`config.mk`:
```
export PLATFORM = sky130hd
export DESIGN_NAME = cdg_grad_core
export DESIGN_NICKNAME = d
export VERILOG_FILES = /design/src/rtl/cdg_pkg.sv /design/src/rtl/cdg_grad_core.sv
export SDC_FILE = /design/constraint.sdc
export NUM_CORES = 1
export LEC_CHECK = 0
export ABC_AREA = 1
export CAP_MARGIN = 5
export CORE_AREA = 2 2 114 116
export DETAILED_ROUTE_END_ITERATION = 7
export DIE_AREA = 0 0 116 118
export DONT_BUFFER_PORTS = 1
export PLACE_DENSITY = 0.75
export SLEW_MARGIN = 5
export SYNTH_ARGS = -nofsm -noshare
export SYNTH_HDL_FRONTEND = slang
export SYNTH_SLANG_ARGS = --single-unit
```
`constraint.sdc`:
```
create_clock -name clk -period 12.4 [get_ports clk]
set_clock_uncertainty 0.05 [all_clocks]
set_input_delay 3.72 -clock clk [delete_from_list [all_inputs] [get_ports clk]]
set_output_delay 3.72 -clock clk [all_outputs]
set_load 0.03 [all_outputs]
```
`src/rtl/cdg_pkg.sv`:
```
`default_nettype none

package cdg_pkg;

    localparam int MAX_WIDTH_DEF    = 4096;
    localparam int PIXEL_BITS_DEF   = 16;

    localparam int GRAD_BITS        = 17;
    localparam int COL_BITS         = 12;
    localparam int ROW_BITS         = 16;
    localparam int CFG_DATA_BITS    = 16;
    localparam int WIDTH_FIELD_BITS = 13;
    localparam int GRAD_LIM         = 65535;
    localparam int MIN_DIM          = 3;
    localparam int WIDTH_RESET      = 640;
    localparam int HEIGHT_RESET     = 480;

    localparam int MAX_RESULTS      = 3;
    localparam int QUEUE_DEPTH      = 8;
    localparam int QUEUE_PTR_BITS   = $clog2(QUEUE_DEPTH);
    localparam int QUEUE_CNT_BITS   = $clog2(QUEUE_DEPTH + 1);

    typedef enum logic [0:0] {
        REG_FRAME_WIDTH  = 1'b0,
        REG_FRAME_HEIGHT = 1'b1
    } cfg_reg_t;

    typedef struct packed {
        logic                valid;
        logic [COL_BITS-1:0] col;
        logic [ROW_BITS-1:0] row;
        logic                has_above;
        logic                has_two_above;
        logic                has_left;
        logic                has_left2;
        logic                interior_x;
        logic                last_row;
        logic                last_col;
    } stage_t;

    typedef struct packed {
        logic signed [GRAD_BITS-1:0] grad_x;
        logic signed [GRAD_BITS-1:0] grad_y;
        logic [COL_BITS-1:0]         col;
        logic [ROW_BITS-1:0]         row;
        logic                        last_of_run;
        logic                        end_of_frame;
    } result_t;

endpackage

`default_nettype wire

```
`src/rtl/cdg_grad_core.sv`:
```
`default_nettype none

module cdg_grad_core #(
    parameter int PIXEL_BITS = cdg_pkg::PIXEL_BITS_DEF
) (
    input  logic                                       clk,
    input  cdg_pkg::stage_t                            s1,
    input  logic signed [PIXEL_BITS-1:0]               s1_pixel,
    input  logic signed [PIXEL_BITS-1:0]               q_above,
    input  logic signed [PIXEL_BITS-1:0]               q_two_above,
    output logic signed [PIXEL_BITS-1:0]               wr_two_above,
    output cdg_pkg::result_t [cdg_pkg::MAX_RESULTS-1:0] results,
    output logic [1:0]                                 push_n
);

    import cdg_pkg::*;

    localparam int DW = PIXEL_BITS + 1;
    localparam int EW = (DW > GRAD_BITS) ? DW : GRAD_BITS;
    localparam logic signed [EW-1:0] LIM_P = EW'(GRAD_LIM);
    localparam logic signed [EW-1:0] LIM_N = -LIM_P;

    logic signed [PIXEL_BITS-1:0] cur_a_reg;
    logic signed [PIXEL_BITS-1:0] cur_b_reg;
    logic signed [PIXEL_BITS-1:0] left_a_reg;
    logic signed [PIXEL_BITS-1:0] prev_reg;
    logic signed [PIXEL_BITS-1:0] prev_prev_reg;

    logic v_above;
    logic v_left;
    logic v_own;

    function automatic logic signed [GRAD_BITS-1:0] sat_diff(
        input logic signed [PIXEL_BITS-1:0] a,
        input logic signed [PIXEL_BITS-1:0] b
    );
        logic signed [EW-1:0] d;
        d = EW'(a) - EW'(b);
        if (d > LIM_P)
        begin
            d = LIM_P;
        end
        else if (d < LIM_N)
        begin
            d = LIM_N;
        end
        return d[GRAD_BITS-1:0];
    endfunction

    assign v_above = s1.valid && s1.has_above;
    assign v_left  = s1.valid && s1.last_row && s1.has_left;
    assign v_own   = s1.valid && s1.last_row && s1.last_col;
    assign push_n  = {1'b0, v_above} + {1'b0, v_left} + {1'b0, v_own};

    always_comb
    begin
        results[0].grad_x       = s1.interior_x ? sat_diff(q_above, left_a_reg) : '0;
        results[0].grad_y       = s1.has_two_above ? sat_diff(s1_pixel, cur_b_reg) : '0;
        results[0].col          = s1.col;
        results[0].row          = s1.row - ROW_BITS'(1);
        results[0].last_of_run  = !v_left;
        results[0].end_of_frame = 1'b0;

        results[1].grad_x       = s1.has_left2 ? sat_diff(s1_pixel, prev_prev_reg) : '0;
        results[1].grad_y       = '0;
        results[1].col          = s1.col - COL_BITS'(1);
        results[1].row          = s1.row;
        results[1].last_of_run  = !v_own;
        results[1].end_of_frame = 1'b0;

        results[2].grad_x       = '0;
        results[2].grad_y       = '0;
        results[2].col          = s1.col;
        results[2].row          = s1.row;
        results[2].last_of_run  = 1'b1;
        results[2].end_of_frame = 1'b1;
    end

    // advance the column window and the in-row history
    always_ff @(posedge clk)
    begin
        if (s1.valid)
        begin
            cur_a_reg     <= q_above;
            cur_b_reg     <= q_two_above;
            left_a_reg    <= cur_a_reg;
            prev_reg      <= s1_pixel;
            prev_prev_reg <= prev_reg;
        end
    end

    assign wr_two_above = cur_a_reg;

endmodule

`default_nettype wire

```
### After elaboration in Yosys (flattened, before gate mapping)

Index checks and enable logic that the tools add are counted.

| storage, ports and cells | value |
|---|---|
| output and inout port bits | 210 |
| register bits | 80 |
| word-level logic and storage cells | 33 |
| input bits | 85 |

| cells by class | value |
|---|---|
| muxes and demuxes | 9 |
| $lt $le $gt $ge | 6 |
| add/subtract/negate cells | 7 |
| reduce and logical (&&, ||, !) cells | 6 |

Operators by type and width:

| cell | number |
|---|---|
| $mux W17 | 9 |
| $gt A17 B17 Y1 const B | 3 |
| $lt A17 B17 Y1 const B | 3 |
| $sub A16 B16 Y17 | 3 |
| $sub A16 B1 Y16 const B | 1 |
| $sub A12 B1 Y12 const B | 1 |
| $logic_and A1 B1 Y1 | 4 |
| $add A1 B1 Y2 | 1 |
| $add A2 B1 Y2 | 1 |
| $logic_not A1 Y1 | 2 |

### Longest topological paths before layout

Gate-level depths: netlist of the first run.

| depth | value |
|---|---|
| depth after elaboration | 5 |
| gate-level depth with buffers | 16 |
| depth with buffers taken out | 16 |

### Worst setup path after synthesis of the first run

No wires, ideal clock.

| timing | value |
|---|---|
| path type | in2out |
| from | input s1_pixel[0] |
| to | output results[30] (netlist bit) |
| arrival | 5687 ps |
| path buffers | 0 |
| path slack | 2943 ps |
| required time | 8630 ps |
| stages on the path | 15 |
| cells stage by stage | inv_1 -> ha_1 -> fa_1 -> nand3b_1 -> nand2_2 -> nand2_1 -> nand2_2 -> nand2_1 -> nand2_1 -> nand2_1 -> nand2_1 -> nand2_1 -> nor2_1 -> nand4_1 -> a21oi_1 |

RTL lines:

| what | line | RTL |
|---|---|---|
| start, declared | cdg_grad_core.sv:8 | `input logic signed [PIXEL_BITS-1:0] s1_pixel,` |
| end, declared | cdg_grad_core.sv:12 | `output cdg_pkg::result_t [cdg_pkg::MAX_RESULTS-1:0] results,` |

==> results of run 1 <==
[stage by stage]
stage               hold WS, ps  instance area [um2]
global placement            350                 6720
finish                      368                 6960
global route                374                 6960
CTS                         369                 6960
floorplan                   350                 7350
detailed placement          356                 6720
[layout by cell type (no fill, tap or decap), types with 2 or more instances in the layout]
cell type / netlist / layout
ha_1: 50 / 50
nor2_1: 93 / 93
nand3_1: 57 / 57
clkinv_1: 3 / 4
edfxtp_1: 80 / 80
a21oi_2: 6 / 6
nor3_1: 7 / 7
inv_1: 155 / 155
xnor2_1: 9 / 9
xor2_1: 20 / 20
a21oi_1: 56 / 56
o21bai_1: 3 / 3
clkbuf_16: 0 / 9
nand2_2: 17 / 17
nand4_1: 8 / 8
a21o_1: 2 / 2
nand4_2: 2 / 2
o21ai_0: 12 / 12
nand2_1: 225 / 225
clkinv_2: 0 / 2
nor3_2: 4 / 4
conb_1: 2 / 55
fa_1: 4 / 4
nand3b_1: 14 / 14
[power by group]
group	internal, mW	total (mW)	switching, mW
Combinational	0.0750	0.294	0.219
Sequential	0.322	0.337	0.0152
Clock	0.129	0.225	0.0952
[worst paths after layout]
| check | from | end | cells past startpoint |
|---|---|---|---|
| max reg2reg | wr_two_above[2] | left_a_reg[2] | 0 |
| max | s1_pixel[0] | results[30] | 15 |
| min reg2reg | prev_reg[14] | prev_prev_reg[14] | 0 |
| min | prev_reg[14] | prev_prev_reg[14] | 0 |
[worst max-delay path, stage by stage]
cell and delay [ps]:
inv_1 50, ha_1 220, fa_1 390, nand3b_1 200
nand2_2 120, nand2_1 80, nand2_2 80, nand2_1 70
nand2_1 60, nand2_1 50, nand2_1 70, nand2_1 50
nor2_1 120, nand4_1 100, a21oi_1 600
[cells by family after synthesis]
logic type,synth area share (%)
and+or+nand+nor,26.5
xor gates and xnor gates,3.55
AOI/OAI and AO/OA,6.28
other,0.105
adders and majority gates,9.87
buffers and inverters,20.2
DFF,33.6
[metal layers]
metal	share of wire [%]	vias up	GRT usage, %
li1	-	2762	-
met1	42	2492	28.2
met2	47	188	36.8
met3	9.1	26	7.36
met4	2.2	2	8.71
met5	0.13	-	0
[layout make-up]
class | count | area [um2] | share of cell area, %
clock inverter | 3 | 13.8 | 0.198
clock buffer | 9 | 225 | 3.24
multi-input combinational | 650 | 3510 | 50.4
sequential | 80 | 2400 | 34.5
inverter | 159 | 597 | 8.57
tap | 172 | 215 | 3.09
==> results.json, run 1 <==
{
  "status": "completed",
  "worst_pin_slew_ps": 809,
  "drtIter0Drc": 261,
  "fillerInstances": 1172,
  "grt_max_degree": 84,
  "clk_pin_slew_ps": 60,
  "hpwl_mm": 12.7,
  "drt-total-wl_mm": 15.5,
  "track_usage_pct": 22.8,
  "crit_type": "input port to primary output",
  "power.leakage_nw": 3.59,
  "reg2reg_setup_slack_ps": 11480,
  "postCtsResizedCells": 0,
  "drive_above_1_share_pct": 4.99,
  "drc": 0,
  "ys_warn_count": 0,
  "clockRootBuffer": "clkbuf_16",
  "die_area_um2": 13700,
  "fin_crit_ps": 9770,
  "syn_avg_cell_area_um2": 7.53,
  "max_slew_margin_pct": 45.9,
  "async_flop_share_pct": 0,
  "post-route-period-util_pct": 78.8,
  "die_w_um": 116,
  "layout.nets": 1039,
  "die_h_um": 118,
  "maxCapViolCount": 0,
  "via_count": 5470,
  "cp_max_fo": 4,
  "core_area_um2": 12400,
  "rsz0062_at_grt": "no",
  "dr.pass1.iters": 4,
  "netlist_area_um2": 7150,
  "clockBufferDepth": 2,
  "yosysTopAreaCell": "edfxtp_1",
  "grt-ovfl-total": 0,
  "post-synth-top-count-cell": "nand2_1",
  "htree_levels": 3,
  "fmax_ghz": 0.102,
  "total_power_uw": 856,
  "dp.cells": 1061,
  "critPathRequiredTime_ps": 8630,
  "peakVddDrop_mv": 0.0660,
  "timing.final.hold_violations": 0,
  "p_per_area_nw_per_um2": 123,
  "drtAntennaViolNets": 0,
  "grt_pass1_vias": 5278,
  "pin_count": 295,
  "clock_sinks": 80,
  "initial_utilization_pct": 57.6,
  "cts_hold_buf": 0,
  "yosysUniqueCellTypes": 31,
  "postCtsSetupBuffers": 0,
  "synthCells": 950,
  "cp-start-kind": "input port",
  "synthFlopType": "edfxtp_1",
  "rows": 41,
  "synthToLayoutAreaGrowth_pct": -2.68,
  "cts_buffers": 9,
  "ys_seq_area_share_pct": 33.6,
  "grt_pass1_wl_mm": 24.8,
  "port_buffers": 0,
  "slew_violations": 0,
  "final_util_pct": 56.1,
  "n_antenna_cell": 0,
  "cts_tree": "built",
  "pre_cts_ws_ps": 2620,
  "vias_per_cell": 5.10,
  "timing.final.ws_setup_ps": 2630,
  "setup-tns-final_ps": 0,
  "fin_cells": 1073,
  "netlist_top_cells_count": "nand2_1 (225), inv_1 (155), buf_4 (111)",
  "yosysTopAreaCellShare_pct": 33.6,
  "cp-end-kind": "primary output",
  "ys_ff_latch": 80,
  "yosys-top-cells-area": "edfxtp_1 (34%), nand2_1 (12%), buf_4 (12%), ha_1 (8.7%), inv_1 (8.1%)",
  "hold_path_class": "flip-flop to flip-flop",
  "antenna_found_initial": 2,
  "cp_data_arrival_time_ps": 6000,
  "synth-edff-count": 80,
  "wl_per_cell_um": 14.4,
  "insertion_delay_ps": 340,
  "place.gp.congestion": 0.927,
  "setup_viol": 0
}
No activity file was read; power rests on OpenSTA's default activity.
==> run 2, diff against run 1 <==
--- a/config.mk
+++ b/config.mk
@@ -7,11 +7,11 @@
 export LEC_CHECK = 0
 export ABC_AREA = 1
 export CAP_MARGIN = 5
-export CORE_AREA = 2 2 114 116
+export CORE_MARGIN = 2
+export CORE_UTILIZATION = 59
 export DETAILED_ROUTE_END_ITERATION = 7
-export DIE_AREA = 0 0 116 118
 export DONT_BUFFER_PORTS = 1
-export PLACE_DENSITY = 0.75
+export PLACE_DENSITY = 0.8
 export SLEW_MARGIN = 5
 export SYNTH_ARGS = -nofsm -noshare
 export SYNTH_HDL_FRONTEND = slang
==> constraint.sdc (replaced) <==
create_clock -name clk -period 7.8 [get_ports clk]
set_clock_uncertainty 0.05 [all_clocks]
set_input_delay 2.34 -clock clk [delete_from_list [all_inputs] [get_ports clk]]
set_output_delay 2.34 -clock clk [all_outputs]
set_load 0.03 [all_outputs]
==> run 2 against run 1 <==
  * Hold slack better by 3.0 ps
  * Highest routed layer unchanged
  * Non-clock buffer count is 1 higher
  * Final cell count shrank 1.8%
  * Cell area up 0.40%
  * Sequential cell count unchanged
  * Register-to-register slack got worse by 4600 ps
  * Critical path type unchanged
  * Global-route usage rose by 1.0 points
  * Total power is 65% higher
  * Combinational power is 60% higher
  * Die area down 4.9%
==> results.json, run 2 (synthesized netlist as in run 1, its figures left out) <==
{
  "hpwl_mm": 13.1,
  "antenna_found_initial": 2,
  "post-route-period-util_pct": 88.7,
  "layout_common_cells": "nand2_1 (225), inv_1 (155), nor2_1 (93)",
  "grt-ovfl-total": 0,
  "drive_above_1_share_pct": 5.30,
  "fin_crit_ps": 6920,
  "htree_levels": 3,
  "slew_violations": 0,
  "final_common_cell": "nand2_1",
  "clk_pin_slew_ps": 60,
  "pre_cts_ws_ps": 885,
  "critPathRequiredTime_ps": 5410,
  "port_buffers": 0,
  "via_count": 5445,
  "hold_slack_ps": 371,
  "layout.nets": 1040,
  "drt-total-wl_mm": 15.8,
  "clockRootBuffer": "clkbuf_16",
  "place.gp.congestion": 0.882,
  "p_per_area_nw_per_um2": 202,
  "peakVddDrop_mv": 0.133,
  "setup-tns-final_ps": 0,
  "cp_max_fo": 4,
  "hold_path_class": "flip-flop to flip-flop",
  "insertion_delay_ps": 340,
  "fin_cells": 1054,
  "fmax_ghz": 0.145,
  "timing.final.ws_setup_ps": 884,
  "design_area_um2": 6990,
  "clock_sinks": 80,
  "setup_viol": 0,
  "final_util_pct": 58.7,
  "placed_cell_area_um2": 6700,
  "core_area_um2": 11900,
  "die_h_um": 114,
  "cts_hold_buf": 0,
  "dr.pass1.iters": 5,
  "cp-end-kind": "primary output",
  "maxCapViolCount": 0,
  "total_power_mw": 1.41,
  "postCtsResizedCells": 0,
  "drc": 0,
  "multi_input_area_um2": 3510,
  "crit_type": "input port to primary output",
  "seqCellArea_um2": 2400,
  "pin_count": 295,
  "die_area_um2": 13000,
  "grt_max_degree": 84,
  "wl_per_cell_um": 15.0,
  "track_usage_pct": 23.8,
  "vias_per_cell": 5.17,
  "synthToLayoutAreaGrowth_pct": -2.29,
  "rsz0062_at_grt": "no",
  "rows": 40,
  "status": "completed",
  "die_w_um": 114,
  "power.leakage_nw": 3.61,
  "fillerInstances": 1116,
  "initial_utilization_pct": 60.0,
  "cts_buffers": 9,
  "cp_data_arrival_time_ps": 4530,
  "clockBufferDepth": 2,
  "cts_tree": "built",
  "grt_pass1_vias": 4960,
  "timing.final.hold_violations": 0,
  "reg2reg_setup_slack_ps": 6890,
  "dp.cells": 1037,
  "max_slew_margin_pct": 46.5,
  "cp-start-kind": "input port",
  "grt_pass1_wl_mm": 24.0,
  "worst_pin_slew_ps": 805,
  "drtAntennaViolNets": 0,
  "postCtsSetupBuffers": 0,
  "drtIter0Drc": 292
}
run 2: cell count changes in the layout (fill, tap and decap cells not counted):
cell,delta
clkinv_1,+2
clkinv_4,+1
bufinv_16,+1
buf_4,+1
clkinv_2,-1
diode_2,+1
clkinvlp_4,+1
run 2: cell type report:
type | count | share of cell area (%)
flip-flops and latches | 80 | 34.4
repair buffers | 1 | 0.107
diodes | 1 | 0.0358
clock buffers | 9 | 3.22
clock inverters | 7 | 0.895
inverters | 159 | 8.54
well taps | 147 | 2.63
multi-input cells | 650 | 50.2
run 2: where the power goes:
part	leakage [nW]	switching, mW	internal [mW]
combinational	2.69	0.350	0.120
sequential	0.783	0.0247	0.511
clock	0.138	0.164	0.244
total	3.61	0.538	0.875
run 2: worst paths after layout:
path,startpoint,to,cells after the start
max reg2reg,wr_two_above[12],left_a_reg[12],0
min reg2reg,prev_reg[15],prev_prev_reg[15],0
min,prev_reg[15],prev_prev_reg[15],0
max,s1_pixel[0],results[30],16
run 2: layer usage:
| metal | wire length (um) | global-route usage [%] | part of all wire [%] | up-vias |
|---|---|---|---|---|
| met5 | 13 | 0 | 0.082 | - |
| met1 | 6700 | 30.0 | 42 | 2467 |
| met4 | 220 | 7.80 | 1.4 | 2 |
| met3 | 1540 | 8.84 | 9.8 | 18 |
| li1 | - | - | - | 2771 |
| met2 | 7320 | 38.1 | 46 | 187 |
run 2: worst max-delay path, stage by stage:
cell      delay (ps)
inv_1             40
ha_1             220
fa_1             410
nand3b_1         210
nand2_2          120
nand2_1           90
nand2_2           80
nand2_1           60
nand2_1           60
nand2_1           50
nand2_1           70
nand2_1           50
nor2_1           140
nand4_1          100
a21oi_1          250
buf_4            220
==> run 3, diff against run 2 <==
--- a/config.mk
+++ b/config.mk
@@ -5,13 +5,14 @@
 export SDC_FILE = /design/constraint.sdc
 export NUM_CORES = 1
 export LEC_CHECK = 0
-export ABC_AREA = 1
+export ABC_AREA = 0
 export CAP_MARGIN = 5
-export CORE_MARGIN = 2
-export CORE_UTILIZATION = 59
+export CORE_AREA = 2 2 115 117
 export DETAILED_ROUTE_END_ITERATION = 7
+export DIE_AREA = 0 0 117 119
 export DONT_BUFFER_PORTS = 1
-export PLACE_DENSITY = 0.8
+export PLACE_DENSITY = 0.75
+export SETUP_SLACK_MARGIN = 0.15
 export SLEW_MARGIN = 5
 export SYNTH_ARGS = -nofsm -noshare
 export SYNTH_HDL_FRONTEND = slang
==> run 3 against run 2 <==
  * Non-clock buffer count up 4
  * Critical path type unchanged
  * Sequential cell count unchanged
  * First-iteration DRC count rose by 1.7%
  * Sequential power about the same
  * Clock power up 10%
  * Register-to-register slack about the same
  * Total power is 4.1% higher
  * Utilization decreased by 5.9 points
  * Synthesized cell count fell by 22%
  * Clock-buffer cell count stayed put
  * Largest cell class unchanged
  * Sequential share of layout area up 0.96 points
==> results.json, run 3 <==
{
  "pre_cts_ws_ps": 336,
  "htree_levels": 3,
  "cts_hold_buf": 0,
  "antenna_found_initial": 2,
  "wl_met1_mm": 5.82,
  "netlist_area_um2": 6890,
  "post-route-period-util_pct": 94.5,
  "drive_above_1_share_pct": 5.04,
  "ys_warn_count": 0,
  "slew_violations": 0,
  "synthMuxAreaShare_pct": 0,
  "yosysUniqueCellTypes": 76,
  "timing.final.ws_setup_ps": 425,
  "top_layer": "met5",
  "peakVddDrop_mv": 0.103,
  "hpwl_mm": 11.8,
  "grt_max_degree": 84,
  "fin_cells": 871,
  "cp-end-kind": "primary output",
  "cp_max_fo": 5,
  "fin_crit_ps": 7370,
  "n_antenna_cell": 0,
  "initial_utilization_pct": 53.5,
  "async_flop_share_pct": 0,
  "setup-tns-final_ps": 0,
  "wl_per_cell_um": 17.2,
  "post-synth-top-count-cell": "buf_4",
  "crit_type": "input port to primary output",
  "fmax_ghz": 0.136,
  "cp_num_buf_inv": 2,
  "grt_pass1_wl_mm": 23.3,
  "die_w_um": 117,
  "synth_compound_area_share_pct": 14.5,
  "dr.pass1.iters": 4,
  "critPathTopFamily": "simple AND/OR/NAND/NOR gates",
  "final_common_cell": "edfxtp_1",
  "yosysTopAreaCell": "edfxtp_1",
  "die_h_um": 119,
  "drtIter0Drc": 297,
  "yosysTopAreaCellShare_pct": 34.8,
  "clock_sinks": 80,
  "drt-total-wl_mm": 15.0,
  "synthFlopType": "edfxtp_1",
  "yosys.area_share.simple_pct": 17.5,
  "via_count": 5033,
  "clk_pin_slew_ps": 60,
  "port_buffers": 0,
  "cp-start-kind": "input port",
  "fillerInstances": 1145,
  "dp.cells": 855,
  "worst_pin_slew_ps": 902,
  "pin_count": 295,
  "yosys-top-cells-area": "edfxtp_1 (35%), buf_4 (12%), ha_1 (9.1%), xor2_1 (3.8%), inv_1 (3.3%)",
  "drc": 0,
  "max_stage_delay_ps": 550,
  "layout_common_cells": "edfxtp_1 (80), inv_1 (60), nor2_1 (58)",
  "power.leakage_nw": 2.93,
  "layout.nets": 829,
  "die_area_um2": 13900,
  "status": "completed",
  "vias_per_cell": 5.78,
  "synth-edff-count": 80,
  "synthCells": 741,
  "synth_top_family_by_area": "simple AND/OR/NAND/NOR gates",
  "wl_met3_mm": 1.24,
  "hold_path_class": "flip-flop to flip-flop",
  "critPathRequiredTime_ps": 5410,
  "p_per_area_nw_per_um2": 216,
  "core_area_um2": 12900,
  "maxCapViolCount": 0,
  "rsz0062_at_grt": "no",
  "dr_wl_met2_mm": 7.55,
  "timing.final.hold_violations": 0,
  "ys_ff_latch": 80,
  "total_power_mw": 1.47,
  "synthToLayoutAreaGrowth_pct": -1.40,
  "netlist_top_cells_count": "buf_4 (111), edfxtp_1 (80), inv_1 (60)",
  "rows": 42,
  "max_slew_margin_pct": 39.4,
  "grt-ovfl-total": 0,
  "insertion_delay_ps": 340,
  "synth_adder_area_share_pct": 10.2,
  "ys_seq_area_share_pct": 34.8,
  "cts_buffers": 9,
  "drtAntennaViolNets": 0,
  "setup_viol": 0,
  "cp_data_arrival_time_ps": 4980,
  "cts_tree": "built",
  "clockRootBuffer": "clkbuf_16",
  "synth_xor_area_share_pct": 6.73,
  "track_usage_pct": 21.2,
  "clockBufferDepth": 2,
  "path_cells": "inv_1, ha_1, fa_1, nand2b_1, a21oi_1, nor2b_1, nor4b_1, nor4_1, o2111ai_1, o41ai_2, buf_4",
  "syn_avg_cell_area_um2": 9.30,
  "grt_pass1_vias": 4946,
  "place.gp.congestion": 0.876,
  "slowest_stage": "nor4_1"
}
[run 3: kinds of logic after synthesis]
family	after synthesis
buf+inv	181
xor+xnor	53
flops	80
compound gates	145
other cells	2
simple gates	226
fa+ha+maj	54
[run 3: cell type report]
class	instances	area [um2]	share of cell area (%)
clock inverter	7	96.3	1.42
multi-input combinational	533	3590	52.8
tap	176	220	3.24
timing repair buffer	5	37.5	0.552
inverter	61	229	3.37
sequential	80	2400	35.3
clock buffer	9	225	3.31
[run 3: worst paths after layout]
kind              startpoint                end  slack (ps)  cells after the start
max              s1_pixel[0]        results[30]         430                     11
min             prev_reg[11]  prev_prev_reg[11]         360                      0
max reg2reg  wr_two_above[6]      left_a_reg[6]        6880                      0
min reg2reg     prev_reg[11]  prev_prev_reg[11]         360                      0
[run 3: per-layer routing]
layer | up-vias | global-route usage (%)
li1 | 2362 | -
met1 | 2431 | 24.0
met2 | 207 | 37.2
met3 | 31 | 5.85
met4 | 2 | 8.53
met5 | - | 0
[run 3: timing repair]
action,CTS,global route
gates resized for setup,0,1
buffers inserted,0,0
endpoints found under the hold margin,0,0
setup endpoints to repair,0,1
[run 3: report_power, final]
part	total [mW]	internal, mW	switching [mW]
Combinational	0.485	0.144	0.342
Clock	0.450	0.280	0.170
Sequential	0.536	0.511	0.0247
Total	1.47	0.935	0.536
[run 3: metrics by stage]
step / utilization, % / hold WS (ps) / cell area, um2
final: 52.8 / 364 / 6800
after global placement: 50.3 / 351 / 6470
after CTS: 52.8 / 366 / 6790
after floorplan: - / 350 / 7090
after detailed placement: 50.3 / 355 / 6470
after global routing: 52.8 / 374 / 6800
