[src/rtl/cdg_pkg.sv]
`default_nettype none

package cdg_pkg;

    localparam int MAX_WIDTH_DEF    = 4096;
    localparam int PIXEL_BITS_DEF   = 16;

    localparam int GRAD_BITS        = 17;
    localparam int COL_BITS         = 12;
    localparam int ROW_BITS         = 16;
    localparam int CFG_DATA_BITS    = 16;
    localparam int WIDTH_FIELD_BITS = 13;
    localparam int GRAD_LIM         = 65535;
    localparam int MIN_DIM          = 3;
    localparam int WIDTH_RESET      = 640;
    localparam int HEIGHT_RESET     = 480;

    localparam int MAX_RESULTS      = 3;
    localparam int QUEUE_DEPTH      = 8;
    localparam int QUEUE_PTR_BITS   = $clog2(QUEUE_DEPTH);
    localparam int QUEUE_CNT_BITS   = $clog2(QUEUE_DEPTH + 1);

    typedef enum logic [0:0] {
        REG_FRAME_WIDTH  = 1'b0,
        REG_FRAME_HEIGHT = 1'b1
    } cfg_reg_t;

    typedef struct packed {
        logic                valid;
        logic [COL_BITS-1:0] col;
        logic [ROW_BITS-1:0] row;
        logic                has_above;
        logic                has_two_above;
        logic                has_left;
        logic                has_left2;
        logic                interior_x;
        logic                last_row;
        logic                last_col;
    } stage_t;

    typedef struct packed {
        logic signed [GRAD_BITS-1:0] grad_x;
        logic signed [GRAD_BITS-1:0] grad_y;
        logic [COL_BITS-1:0]         col;
        logic [ROW_BITS-1:0]         row;
        logic                        last_of_run;
        logic                        end_of_frame;
    } result_t;

endpackage

`default_nettype wire

[src/rtl/cdg_ctrl.sv]
`default_nettype none

module cdg_ctrl #(
    parameter int MAX_WIDTH  = cdg_pkg::MAX_WIDTH_DEF,
    parameter int PIXEL_BITS = cdg_pkg::PIXEL_BITS_DEF
) (
    input  logic                                clk,
    input  logic                                rst_n,
    input  logic                                cfg_write,
    input  cdg_pkg::cfg_reg_t                   cfg_index,
    input  logic [cdg_pkg::CFG_DATA_BITS-1:0]   cfg_data,
    input  logic                                accept,
    input  logic signed [PIXEL_BITS-1:0]        pixel,
    output cdg_pkg::stage_t                     s1,
    output logic [$clog2(MAX_WIDTH)-1:0]        s1_addr,
    output logic signed [PIXEL_BITS-1:0]        s1_pixel,
    output logic [$clog2(MAX_WIDTH)-1:0]        rd_addr
);

    import cdg_pkg::*;

    localparam int AW = $clog2(MAX_WIDTH);
    localparam int WW = $clog2(MAX_WIDTH + 1);

    logic [WW-1:0]       width_reg;
    logic [ROW_BITS-1:0] height_reg;
    logic [AW-1:0]       col_reg;
    logic [AW-1:0]       col_next;
    logic [ROW_BITS-1:0] row_reg;
    logic [ROW_BITS-1:0] row_next;
    stage_t              s1_reg;
    stage_t              s1_next;
    logic [AW-1:0]       s1_addr_reg;
    logic signed [PIXEL_BITS-1:0] s1_pixel_reg;

    logic [WIDTH_FIELD_BITS-1:0] width_field;
    logic [WW-1:0]               width_cfg;
    logic [ROW_BITS-1:0]         height_cfg;
    logic [WW-1:0]               col_inc;
    logic [ROW_BITS-1:0]         row_inc;
    logic                        last_col;
    logic                        last_row;

    assign width_field = cfg_data[WIDTH_FIELD_BITS-1:0];

    always_comb
    begin
        priority if (32'(width_field) < 32'(MIN_DIM))
        begin
            width_cfg = WW'(MIN_DIM);
        end
        else if (32'(width_field) > 32'(MAX_WIDTH))
        begin
            width_cfg = WW'(MAX_WIDTH);
        end
        else
        begin
            width_cfg = WW'(width_field);
        end
    end

    always_comb
    begin
        if (cfg_data[ROW_BITS-1:0] < ROW_BITS'(MIN_DIM))
        begin
            height_cfg = ROW_BITS'(MIN_DIM);
        end
        else
        begin
            height_cfg = cfg_data[ROW_BITS-1:0];
        end
    end

    assign col_inc  = WW'(col_reg) + WW'(1);
    assign row_inc  = row_reg + ROW_BITS'(1);
    assign last_col = (col_inc == width_reg);
    assign last_row = (row_inc == height_reg);
    assign rd_addr  = last_col ? '0 : AW'(col_inc);

    always_comb
    begin
        col_next = col_reg;
        row_next = row_reg;
        if (accept)
        begin
            if (last_col)
            begin
                col_next = '0;
                row_next = last_row ? '0 : row_inc;
            end
            else
            begin
                col_next = AW'(col_inc);
            end
        end
    end

    always_comb
    begin
        s1_next.valid         = accept;
        s1_next.col           = COL_BITS'(col_reg);
        s1_next.row           = row_reg;
        s1_next.has_above     = (row_reg != '0);
        s1_next.has_two_above = (row_reg > ROW_BITS'(1));
        s1_next.has_left      = (col_reg != '0);
        s1_next.has_left2     = (col_reg > AW'(1));
        s1_next.interior_x    = (col_reg != '0) && !last_col;
        s1_next.last_row      = last_row;
        s1_next.last_col      = last_col;
    end

    always_ff @(posedge clk or negedge rst_n)
    begin
        if (!rst_n)
        begin
            width_reg  <= WW'(WIDTH_RESET);
            height_reg <= ROW_BITS'(HEIGHT_RESET);
            col_reg    <= '0;
            row_reg    <= '0;
            s1_reg     <= '0;
        end
        else
        begin
            s1_reg <= s1_next;
            if (cfg_write)
            begin
                unique case (cfg_index)
                    REG_FRAME_WIDTH:  width_reg  <= width_cfg;
                    REG_FRAME_HEIGHT: height_reg <= height_cfg;
                endcase
                col_reg <= '0;
                row_reg <= '0;
            end
            else
            begin
                col_reg <= col_next;
                row_reg <= row_next;
            end
        end
    end

    always_ff @(posedge clk)
    begin
        if (accept)
        begin
            s1_addr_reg  <= col_reg;
            s1_pixel_reg <= pixel;
        end
    end

    assign s1       = s1_reg;
    assign s1_addr  = s1_addr_reg;
    assign s1_pixel = s1_pixel_reg;

endmodule

`default_nettype wire

[config.mk]
export PLATFORM = sky130hd
export DESIGN_NAME = cdg_ctrl
export DESIGN_NICKNAME = d
export VERILOG_FILES = /design/src/rtl/cdg_pkg.sv /design/src/rtl/cdg_ctrl.sv
export SDC_FILE = /design/constraint.sdc
export NUM_CORES = 1
export LEC_CHECK = 0
export ABC_AREA = 1
export BUFFER_PORTS_ARGS = -buffer_cell sky130_fd_sc_hd__buf_4
export CAP_MARGIN = 30
export CORE_UTILIZATION = 50
export CTS_CLUSTER_SIZE = 25
export DETAILED_ROUTE_END_ITERATION = 12
export PLACE_DENSITY = 0.75
export SLEW_MARGIN = 20
export SYNTH_ARGS = -nofsm -noshare
export SYNTH_HDL_FRONTEND = slang
export SYNTH_SLANG_ARGS = --single-unit
[constraint.sdc]
create_clock -name clk -period 2.5 [get_ports clk]
set_clock_uncertainty 0.1 [all_clocks]
set_input_delay 0.25 -clock clk [delete_from_list [all_inputs] [get_ports clk]]
set_output_delay 0.25 -clock clk [all_outputs]
set_load 0.02 [all_outputs]
[Yosys cells after proc, flatten, opt, wreduce, memory -nomap -nowiden]
Index checks and enable logic that the tools add are counted.
Word-level totals
  bits of input ports: 37
  latch bits: 0
  register bits: 121
  bits in read-only memories: 0
  output and inout port bits: 76
  memories kept: 0
  bits in writable memories: 0
Operators by class
  shift-type cells: 0
  muxes and demuxes: 10
  $lt $le $gt $ge: 5
  div/mod/pow operators: 0
  reduce and logical (&&, ||, !) cells: 9
  eq/ne operators: 2
  bitwise operators: 1
  multipliers: 0
  $add $sub $neg: 2
Operators by type and width (number)
  $mux 16: 5
  $mux 12: 3
  $mux 13: 2
  $add 16x1->16 const B: 1
  $eq 16x16->1: 1
  $gt 16x1->1 const B: 1
  $lt 16x2->1 const B: 1
  $reduce_bool 16->1: 1
  $add 12x1->13 const B: 1
  $eq 13x13->1: 1
  $gt 13x13->1 const B: 1
  $lt 13x2->1 const B: 1
  $gt 12x1->1 const B: 1
  $reduce_bool 12->1: 1
  $reduce_and 2->1: 3
  $reduce_bool 2->1: 2
  $logic_and 1x1->1: 1
  $logic_not 1->1: 1
  $not 1->1: 1

[Depth between registers and ports, before layout]
Gate-level depths: netlist (run 1).
  depth in word-level cells: 6
  gate-level depth with buffers: 16
  depth with buffers taken out: 15

[Least setup slack after synthesis (run 1)]
Ideal clock, no wire load.
  path type: flip-flop to output port
  from: register col_reg[0]
  to: output port rd_addr[7]
  buffers on the path: 1
  slack: 0.265 ns
  data required time: 2.150 ns
  data arrival time: 1.885 ns
  cell stages (with the launch flop): 14
  path through: dfrtp_1 > inv_1 > ha_1 > nand2_1 > nand2_1 > nor2_1 > nand3_1 > nor2_1 > nand3_1 > nor2_1 > nand3_2 > buf_2 > nand2_1 > inv_1
On the way
  cells in the longest elaborated chain, start to end: 3
RTL lines
  start, declared: line cdg_ctrl.sv:27  | logic [AW-1:0] col_reg;
  start signal, assigned: line cdg_ctrl.sv:136  | col_reg <= col_next;
  $add 12x1->13 (*): line cdg_ctrl.sv:74  | assign col_inc = WW'(col_reg) + WW'(1);
  $eq 13x13->1: line cdg_ctrl.sv:76  | assign last_col = (col_inc == width_reg);
  $mux 12 (*): line cdg_ctrl.sv:78  | assign rd_addr = last_col ? '0 : AW'(col_inc);
  end, declared: line cdg_ctrl.sv:17  | output logic [$clog2(MAX_WIDTH)-1:0] rd_addr
Every way passes the cells marked *; elsewhere a longest branch is shown, timed or not.

[Final worst setup path (run 1)]
  from: register col_reg[0]
  to: output port rd_addr[0]
The elaborated chain is that of the path after synthesis.

==> reports/metrics.yaml, run 1 <==
status: "finished, violations left"
violations: "negative setup slack"
drt_iter0_drc: 390
grt_pass1_vias: 5403
cts_buffer_depth: 2
maxCapViolations: 0
antenna_cells: 0
grt_pass1_wl_um: 26540
syn_to_final_growth_pct: 41.74
tightest_slew_ns: 0.6470
clkSlewWorstSetupHoldPaths_ns: 0.05
antenna_found_initial: 0
p_leak_nw: 4.079
finalSetupViolCount: 28
hold_viol_final: 0
slew_headroom_pct: 56.47
grt_overflow_total: 0
avgSynthCellArea_um2: 8.278
dieWidth_um: 109.7
rsz0062_at_grt: "yes"
hpwlAfterDp_um: 11470
synth-warning-count: 0
fin_crit_sh_pct: 112.9
cts_buffers: 17
dr_total_vias: 5609
pre_cts_ws_ns: -0.07897
dp_cells: 954
final_common_cell: "nand2_1"
critical_path_class: "flip-flop to output port"
synth_area_mm2: 0.005794
syn_inst: 700
cts_tree: "built"
cp-end-kind: "output port"
fin_cells: 1030
final_antenna_net_count: 0
start_util_pct: 52.30
setup_ws_ns: -0.3235
hold_path.class: "input pin to flip-flop"
ir_worst_vdd_uv: 742.1
hold_slack_ns: 0.01947
layout.nets: 920
cp_data_required_time_ns: 2.15
routabilityCongestion: 0.9651
synthesis.nets: 743
route.detailed.drc: 0
die-area_mm2: 0.01202
path_max_fanout: 7
cts-root-buf: "clkbuf_16"
ys_ff_latch: 121
h-tree-depth: 4
finalWirelength_um: 17280
synth.distinct_cells: 30
core_area_mm2: 0.01108
place_area_mm2: 0.006875
cts_sinks: 121
critical_path_arrival_ns: 2.47
ios: 113
drive_above_1_share_pct: 29.89
drv_slew: 0
die_y_um: 109.7
powerDensity_mw_per_mm2: 655.2
portBuffers: 112
seq_area_frac_synth_pct: 54.80
layout_common_cells: "nand2_1, buf_4, inv_1, dfrtp_1, nand3_1"
insertion_delay_ns: 0.42
largest_reg_flops: 36
cp-start-kind: "flip-flop"
total_power_w: 0.005381
gr-usage-all-layers_pct: 30.22
grt_max_degree: 50
final_area_mm2: 0.008213
dr.pass1.iters: 5
viasPerCell: 5.446
fmax_mhz: 354.2
rows: 38
period_needed_ns: 2.823
wire_per_inst_um: 16.78
-- worst paths after layout --
check                       startpoint            end  slack (ns)  cells past startpoint
setup / recovery            col_reg[0]     rd_addr[0]       -0.32                     12
hold / removal             cfg_data[0]   width_reg[0]        0.02                      3
setup reg to reg            col_reg[0]     row_reg[0]       -0.20                     20
hold reg to reg             col_reg[6]         s1[29]        0.36                      0
max in group asynchronous        rst_n  height_reg[5]        1.31                      3
min in group asynchronous        rst_n         s1[26]        0.27                      2
-- stage by stage --
stage / utilization, % / TNS, ns
floorplan: - / 0
global placement: 62.06 / 0
detailed placement: 62.06 / -0.6735
CTS: 71.47 / -3.437
global route: 74.14 / -10.50
finish: 74.14 / -6.231
-- synth_stat cells --
cell | number | area, um2
o21ai_0 | 21 | 105.1
edfxtp_1 | 28 | 840.8
clkinv_1 | 1 | 3.750
nand4_1 | 20 | 125.1
nand3b_1 | 3 | 22.52
clkinv_2 | 1 | 5.000
nand3_1 | 86 | 430.4
o21ai_1 | 2 | 10.01
a21oi_1 | 2 | 10.01
or3_1 | 1 | 6.260
buf_2 | 3 | 15.01
inv_2 | 3 | 11.26
xnor2_1 | 1 | 8.760
a22oi_1 | 2 | 15.01
a31oi_1 | 2 | 12.51
o22ai_1 | 20 | 125.1
clkbuf_1 | 8 | 30.03
ha_1 | 6 | 75.07
nor3_1 | 6 | 30.03
nand3_2 | 2 | 20.02
dfstp_2 | 6 | 157.7
dfrtp_1 | 87 | 2177
nand2_2 | 3 | 18.77
nor2_1 | 50 | 187.7
nor2_2 | 8 | 50.05
inv_1 | 106 | 397.9
nor4_1 | 3 | 18.77
xor2_1 | 2 | 17.52
nor2_4 | 7 | 78.83
nand2_1 | 210 | 788.3
-- critical path: stages, from the launching register on --
cell and delay [ns]:
dfrtp_2 0.40, inv_2 0.08, buf_4 0.16, nor2_4 0.21
buf_4 0.16, nand4_1 0.14, nand3_2 0.13, nand2_1 0.09
nor2_4 0.16, nand3_4 0.20, nand2_2 0.16, inv_2 0.04
buf_6 0.12
-- power by group --
group	switching, W	internal (W)
combinational	0.000402	0.000287
sequential	0.0000741	0.00214
clock	0.000873	0.00161
-- cell families (layout without fill, tap and decap cells) --
group	after synthesis	count (layout)	share of synthesized area (%)
AND/OR/NAND/NOR	399	400	30.66
buffers and inverters	122	311	7.989
flip-flops	121	121	54.80
AO/OA/AOI/OAI	49	49	4.794
adder cells (fa/ha/maj)	6	6	1.296
XOR/XNOR	3	3	0.4535
-- final cells by class --
| type | instances | area, um2 |
|---|---|---|
| Timing Repair Buffer | 168 | 1428 |
| Fill cell | 789 | 2865 |
| Multi-Input combinational cell | 458 | 2394 |
| Inverter | 111 | 429.2 |
| Clock buffer | 19 | 452.9 |
| Tap cell | 140 | 175.2 |
| Sequential cell | 121 | 3183 |
| Clock inverter | 13 | 151.4 |
-- routing by layer --
layer  vias to the layer above  global-route usage, %  wire length, um  share of wire (%)
met5                         -                      0                0                  0
li1                       2628                      -                -                  -
met4                         0                  13.71              493                2.9
met2                       283                  47.80             8353                 48
met1                      2654                  38.82             7137                 41
met3                        44                  8.239             1297                7.5
-- what timing repair did --
action	4_1_cts	5_1_grt
cloned	1	3
hold buffers	23	0
endpoints found under the setup margin	12	29
resized for setup	40	53
pin swaps	12	29
hold endpoints to repair	66	0
buffers inserted	11	8
Power figures use the tool's default switching activity.
==> inputs of run 2 (changes only) <==
--- a/config.mk
+++ b/config.mk
@@ -5,13 +5,13 @@
 export SDC_FILE = /design/constraint.sdc
 export NUM_CORES = 1
 export LEC_CHECK = 0
-export ABC_AREA = 1
 export BUFFER_PORTS_ARGS = -buffer_cell sky130_fd_sc_hd__buf_4
 export CAP_MARGIN = 30
 export CORE_UTILIZATION = 50
+export CTS_CLUSTER_DIAMETER = 80
 export CTS_CLUSTER_SIZE = 25
 export DETAILED_ROUTE_END_ITERATION = 12
-export PLACE_DENSITY = 0.75
+export PLACE_DENSITY = 0.76
 export SLEW_MARGIN = 20
 export SYNTH_ARGS = -nofsm -noshare
 export SYNTH_HDL_FRONTEND = slang
==> reports/metrics.yaml, run 2 <==
avgSynthCellArea_um2: 11.36  # +37%
hpwlAfterDp_um: 11640  # +1.4%
largest_reg_flops: 36  # unchanged
synthesis.nets: 540  # -27%
die-area_mm2: 0.01172  # -2.5%
critical_path_arrival_ns: 2.80  # +0.33 ns
ir_worst_vdd_uv: 462.6  # -38%
seq_area_frac_synth_pct: 56.23  # +1.4 points
p_leak_nw: 4.197  # +2.9%
layout_common_cells: "buf_4, dfrtp_1, nand2_1, dlygate4sd3_1, edfxtp_1"
viasPerCell: 6.102  # +12%
ys_ff_latch: 121  # unchanged
dr_total_vias: 5638  # +0.52%
cp_data_required_time_ns: 2.15  # about the same
final_area_mm2: 0.009280  # +13%
synth.distinct_cells: 62  # +110%
slew_headroom_pct: 41.02  # -15 points
synth_area_mm2: 0.005648  # -2.5%
hold_path.class: "input pin to flip-flop"
finalSetupViolCount: 40  # +43%
cts_buffer_depth: 2  # unchanged
place_area_mm2: 0.007617  # +11%
n_fill_cell: 524  # -34%
synth_top_cell_by_area: "dfrtp_1"
synth.top_cell.area_share_pct: 38.55  # +0.97 points
p_switching_w: 0.001772  # +31%
rows: 38  # unchanged
cp-start-kind: "flip-flop"
reg2reg_depth: 11  # -45%
cp-end-kind: "output port"
synth_enable_flop_cells: 28  # unchanged
drv_slew: 0  # unchanged
syn_to_final_growth_pct: 64.31
p_seq_share_pct: 38.7  # -2.4 points
synth_flop_cell: "dfrtp_1"
path_max_fanout: 8  # +1
r2r-start: "col_reg[9]"
core_area_mm2: 0.01094  # -1.3%
die_y_um: 108.3  # -1.2%
status: "finished, violations left"
setup_ws_ns: -0.6463  # -0.3229 ns
critical_path_class: "flip-flop to output port"
final_common_cell: "buf_4"
dr.pass1.iters: 8  # +3
period_needed_ns: 3.146  # +0.3229 ns
hold_slack_ns: 0.03841  # +0.01894 ns
h-tree-depth: 4  # unchanged
dp_cells: 820  # -14%
synth-warning-count: 0  # unchanged
critPathSlowestCell: "dfrtp_1"
drt_iter0_drc: 747  # +92%
final_util_pct: 84.86  # +11 points
grt_pass1_vias: 5493  # +1.7%
hold_viol_final: 0  # unchanged
max_stage_delay_ns: 0.48  # +0.08 ns
cts_tree: "built"
dieWidth_um: 108.3  # -1.2%
antenna_found_initial: 1  # +1
grt_overflow_total: 0  # unchanged
fin_cells: 924  # -10%
comb_power_share_pct: 21.0  # +8.2 points
internal_power_w: 0.004290  # +6.4%
cts_sinks: 121  # unchanged
maxCapViolations: 0  # unchanged
path_depth: 9  # -3
worstReg2RegEnd: "row_reg[7]"
synth_async_sr_flop_share_pct: 76.86  # unchanged
ios: 113  # unchanged
fin_crit_sh_pct: 125.9  # +13 points
yosysMostFrequentCell: "dfrtp_1"
route.detailed.drc: 0  # unchanged
pre_cts_ws_ns: -0.3475  # -0.2685 ns
fmax_mhz: 317.8  # -10%
cp_top_family: "simple AND/OR/NAND/NOR gates"
cts-root-buf: "clkbuf_16"
syn_inst: 497  # -29%
synth_commonest_cells: "dfrtp_1, nand2_1, nor2_1"
tightest_slew_ns: 0.8767  # +0.2296 ns
final_antenna_net_count: 0  # unchanged
grt_pass1_wl_um: 29330  # +11%
layout.nets: 813  # -12%
rsz0062_at_grt: "yes"
start_util_pct: 51.65  # -0.66 points
finalWirelength_um: 21570  # +25%
portBuffers: 112  # unchanged
swShare_pct: 29.23  # +4.2 points
rrSetupSlack_ns: -0.47  # -0.27 ns
startpoint: "col_reg[9]"
routabilityCongestion: 0.9525  # -1.3%
powerDensity_mw_per_mm2: 653.2  # -0.31%
violations: "negative setup slack"
path_cells: "xnor2_2 -> nand3_1 -> o211ai_1 -> o21ai_4 -> or3_4 -> inv_8 -> buf_12 -> nor2_4 -> buf_6"
cp.buffers_inverters: 3  # -2
gr-usage-all-layers_pct: 34.02  # +3.8 points
clkPwrFrac_pct: 40.3  # -5.8 points
synth_area_leaders: "dfrtp_1, edfxtp_1, xnor2_1"
cts_buffers: 17  # unchanged
drive_above_1_share_pct: 50.70  # +21 points
crit_path_end: "rd_addr[3]"
grt_max_degree: 45  # -10%
clkSlewWorstSetupHoldPaths_ns: 0.06  # about the same
insertion_delay_ns: 0.42  # about the same
wire_per_inst_um: 23.34  # +39%
run 2: changes by cell type after synthesis, sizes merged, moves of 6 or more:
cell,previous run,this run
nor2b,0,12
nand3,88,12
xnor2,1,29
nor2,65,35
or4,0,6
mux2,0,17
o22ai,20,9
inv,109,17
xor2,2,12
buf,3,14
nor4,3,16
nand2,213,40
clkbuf,8,15
a22o,0,14
run 2: power groups by stage:
stage | Clock, W | Combinational (W) | Sequential, W
3_3_place_gp | 0 | 0.000994 | 0.00235
4_1_cts | 0.00241 | 0.00114 | 0.00233
6_report | 0.00244 | 0.00127 | 0.00235
2_1_floorplan | 0 | 0.000463 | 0.00242
3_5_place_dp | 0 | 0.00102 | 0.00236
5_1_grt | 0.00253 | 0.00134 | 0.00236
run 2: metrics by stage:
stage	setup TNS (ns)	total power (W)
finish	-15.96	0.006062
global route	-18.55	0.006224
CTS	-8.795	0.005876
detailed placement	-9.078	0.003376
global placement	-7.784	0.003348
floorplan	-2.847	0.002888
run 2: worst min-delay path by stage:
stage                   start        endpoint  slack (ns)  cells after the start
floorplan               rst_n      col_reg[0]       -0.15                      0
global placement        rst_n  height_reg[15]        0.13                      1
detailed placement      rst_n  height_reg[12]        0.15                      1
CTS                 cfg_write      col_reg[0]        0.02                      2
global route        cfg_write      col_reg[0]        0.04                      2
finish              cfg_write      col_reg[0]        0.04                      2
run 2: cells by family after synthesis:
family,synth area share (%)
xor gates and xnor gates,7.554
buffers and inverters,3.478
AOI/OAI and AO/OA,11.39
adders and majority gates,1.329
and+or+nand+nor,16.64
DFF,56.23
muxes,3.389
run 2: layer usage:
metal / track usage [%] / vias up / part of all wire [%]
met5: 0 / - / 0
met4: 16.02 / 0 / 4.5
met3: 8.439 / 102 / 9.9
met2: 55.41 / 430 / 50
met1: 42.65 / 2742 / 36
li1: - / 2364 / -
run 2: layout make-up:
type	count	area [um2]	share of cell area, %
Multi-Input combinational cell	329	2878	31.01
Antenna cell	1	2.502	0.02697
Timing Repair Buffer	283	2386	25.71
Clock buffer	18	429.2	4.625
Inverter	18	75.07	0.8090
Clock inverter	14	147.6	1.591
Sequential cell	121	3187	34.34
Tap cell	140	175.2	1.888
run 2: what timing repair did:
action | CTS | global route
resized for setup | 53 | 45
hold buffers | 33 | 0
hold endpoints to repair | 67 | 0
setup buffers | 29 | 15
cloned | 1 | 0
setup endpoints to repair | 41 | 41
pin swaps | 27 | 29
==> inputs of run 3 (changes only) <==
--- a/config.mk
+++ b/config.mk
@@ -11,6 +11,7 @@
 export CTS_CLUSTER_DIAMETER = 80
 export CTS_CLUSTER_SIZE = 25
 export DETAILED_ROUTE_END_ITERATION = 12
+export HOLD_SLACK_MARGIN = 0.06
 export PLACE_DENSITY = 0.76
 export SLEW_MARGIN = 20
 export SYNTH_ARGS = -nofsm -noshare
==> reports/metrics.yaml, run 3 (same netlist as run 2, synthesis figures left out) <==
p_leak_nw: 4.230  # +0.78%
rows: 38  # unchanged
hpwlAfterDp_um: 11640  # unchanged
setup_ws_ns: -0.6853  # -0.03899 ns
core_area_mm2: 0.01094  # unchanged
n_fill_cell: 534  # +1.9%
ios: 113  # unchanged
route.detailed.drc: 0  # unchanged
grt_max_degree: 45  # unchanged
clkSlewWorstSetupHoldPaths_ns: 0.06  # about the same
path_max_fanout: 8  # unchanged
rsz0062_at_grt: "yes"
cts_tree: "built"
max_stage_delay_ns: 0.48  # about the same
critical_path_class: "flip-flop to output port"
slew_headroom_pct: 45.72  # +4.7 points
hold_path.class: "input pin to flip-flop"
rrSetupSlack_ns: -0.47  # about the same
startpoint: "col_reg[1]"
antenna_found_initial: 1  # unchanged
layout.nets: 818  # +0.62%
fin_crit_sh_pct: 127.4  # +1.6 points
critical_path_arrival_ns: 2.84  # +0.04 ns
syn_to_final_growth_pct: 64.29  # about the same
cts_sinks: 121  # unchanged
final_util_pct: 84.85  # about the same
cp-start-kind: "flip-flop"
fmax_mhz: 313.9  # -1.2%
largest_reg_flops: 36  # unchanged
finalWirelength_um: 21290  # -1.3%
dr.pass1.iters: 5  # -3
reg2reg_depth: 11  # unchanged
worstReg2RegEnd: "row_reg[0]"
layout_common_cells: "buf_4, dfrtp_1, nand2_1, dlygate4sd3_1, edfxtp_1"
finalSetupViolCount: 41  # +2.5%
dieWidth_um: 108.3  # unchanged
cp_data_required_time_ns: 2.15  # about the same
cp-end-kind: "output port"
powerDensity_mw_per_mm2: 650.3  # -0.44%
drive_above_1_share_pct: 50.51  # -0.19 points
gr-usage-all-layers_pct: 34.04  # about the same
total_power_w: 0.006034  # -0.45%
hold_viol_final: 0  # unchanged
start_util_pct: 51.65  # unchanged
cts_buffers: 17  # unchanged
fin_setup_tns_ns: -17.11  # -1.153 ns
crit_path_end: "rd_addr[2]"
critPathSlowestCell: "or3_4"
viasPerCell: 6.018  # -1.4%
cts_buffer_depth: 2  # unchanged
maxCapViolations: 0  # unchanged
place_area_mm2: 0.007617  # unchanged
routabilityCongestion: 0.9525  # unchanged
path_cells: "buf_4 -> buf_4 -> nand3_4 -> buf_6 -> nor4_4 -> nor3_2 -> nand4_1 -> or3_4 -> inv_8 -> buf_12 -> nor2_4 -> buf_6"
tightest_slew_ns: 0.8068  # -0.06987 ns
h-tree-depth: 4  # unchanged
status: "finished, violations left"
final_common_cell: "buf_4"
grt_pass1_wl_um: 29300  # about the same
final_antenna_net_count: 0  # unchanged
portBuffers: 112  # unchanged
grt_pass1_vias: 5477  # -0.29%
grt_overflow_total: 0  # unchanged
r2r-start: "row_reg[4]"
period_needed_ns: 3.185  # +0.03899 ns
drv_slew: 0  # unchanged
cts-root-buf: "clkbuf_16"
insertion_delay_ns: 0.43  # about the same
drt_iter0_drc: 600  # -20%
ir_worst_vdd_uv: 431.2  # -6.8%
wire_per_inst_um: 22.91  # -1.8%
dr_total_vias: 5591  # -0.83%
final_area_mm2: 0.009279  # about the same
die-area_mm2: 0.01172  # unchanged
die_y_um: 108.3  # unchanged
violations: "negative setup slack"
run 3: worst min path at each step:
| stage | from | end | slack, ns | cells past startpoint |
|---|---|---|---|---|
| 6_report | cfg_index | height_reg[0] | 0.21 | 3 |
| 5_1_grt | cfg_index | height_reg[0] | 0.24 | 3 |
| 3_3_place_gp | rst_n | height_reg[15] | 0.13 | 1 |
| 3_5_place_dp | rst_n | height_reg[12] | 0.15 | 1 |
| 2_1_floorplan | rst_n | col_reg[0] | -0.15 | 0 |
| 4_1_cts | cfg_index | height_reg[0] | 0.22 | 3 |
run 3: critical path, delay by kind of cell (launching register included):
kind / cells / cell delay, ns
and+or+nand+nor: 6 / 1.15
DFF: 1 / 0.45
buffers and inverters: 6 / 0.82
run 3: where the power goes:
| group | internal [W] | leakage, nW | switching, W | total, W |
|---|---|---|---|---|
| sequential | 0.00220 | 1.49 | 0.000138 | 0.00234 |
| clock | 0.00147 | 0.273 | 0.000962 | 0.00243 |
| combinational | 0.000607 | 2.47 | 0.000652 | 0.00126 |
run 3: layer usage:
| metal | share of wire, % | global-route usage (%) | wire length (um) |
|---|---|---|---|
| met5 | 0 | 0 | 0 |
| met4 | 5.0 | 15.83 | 1063 |
| met1 | 36 | 42.69 | 7607 |
| met3 | 9.4 | 8.439 | 1997 |
| met2 | 50 | 55.55 | 10620 |
run 3: stage by stage:
| step | worst slack, ns | std cells | hold slack [ns] |
|---|---|---|---|
| after global placement | -0.3085 | 820 | 0.1313 |
| after CTS | -0.4657 | 913 | 0.2172 |
| after floorplan | -0.2181 | 497 | -0.1456 |
| after detailed placement | -0.3475 | 820 | 0.1469 |
| final | -0.6853 | 929 | 0.2066 |
| after global routing | -0.7185 | 928 | 0.2446 |
run 3: area by class of cell:
type,instances,area (um2),area share (%)
Sequential cell,121,3186,34.33
Multi-Input combinational cell,329,2838,30.58
Timing Repair Buffer,288,2426,26.15
Clock buffer,18,429.2,4.625
Tap cell,140,175.2,1.888
Clock inverter,14,147.6,1.591
Inverter,18,75.07,0.8091
Antenna cell,1,2.502,0.02697
run 3: repair_timing:
item / CTS / global route
pin swaps: 27 / 28
setup endpoints to repair: 41 / 41
hold buffers: 34 / 0
endpoints found under the hold margin: 80 / 0
setup buffers: 29 / 19
gates resized for setup: 53 / 41
cloned: 1 / 0
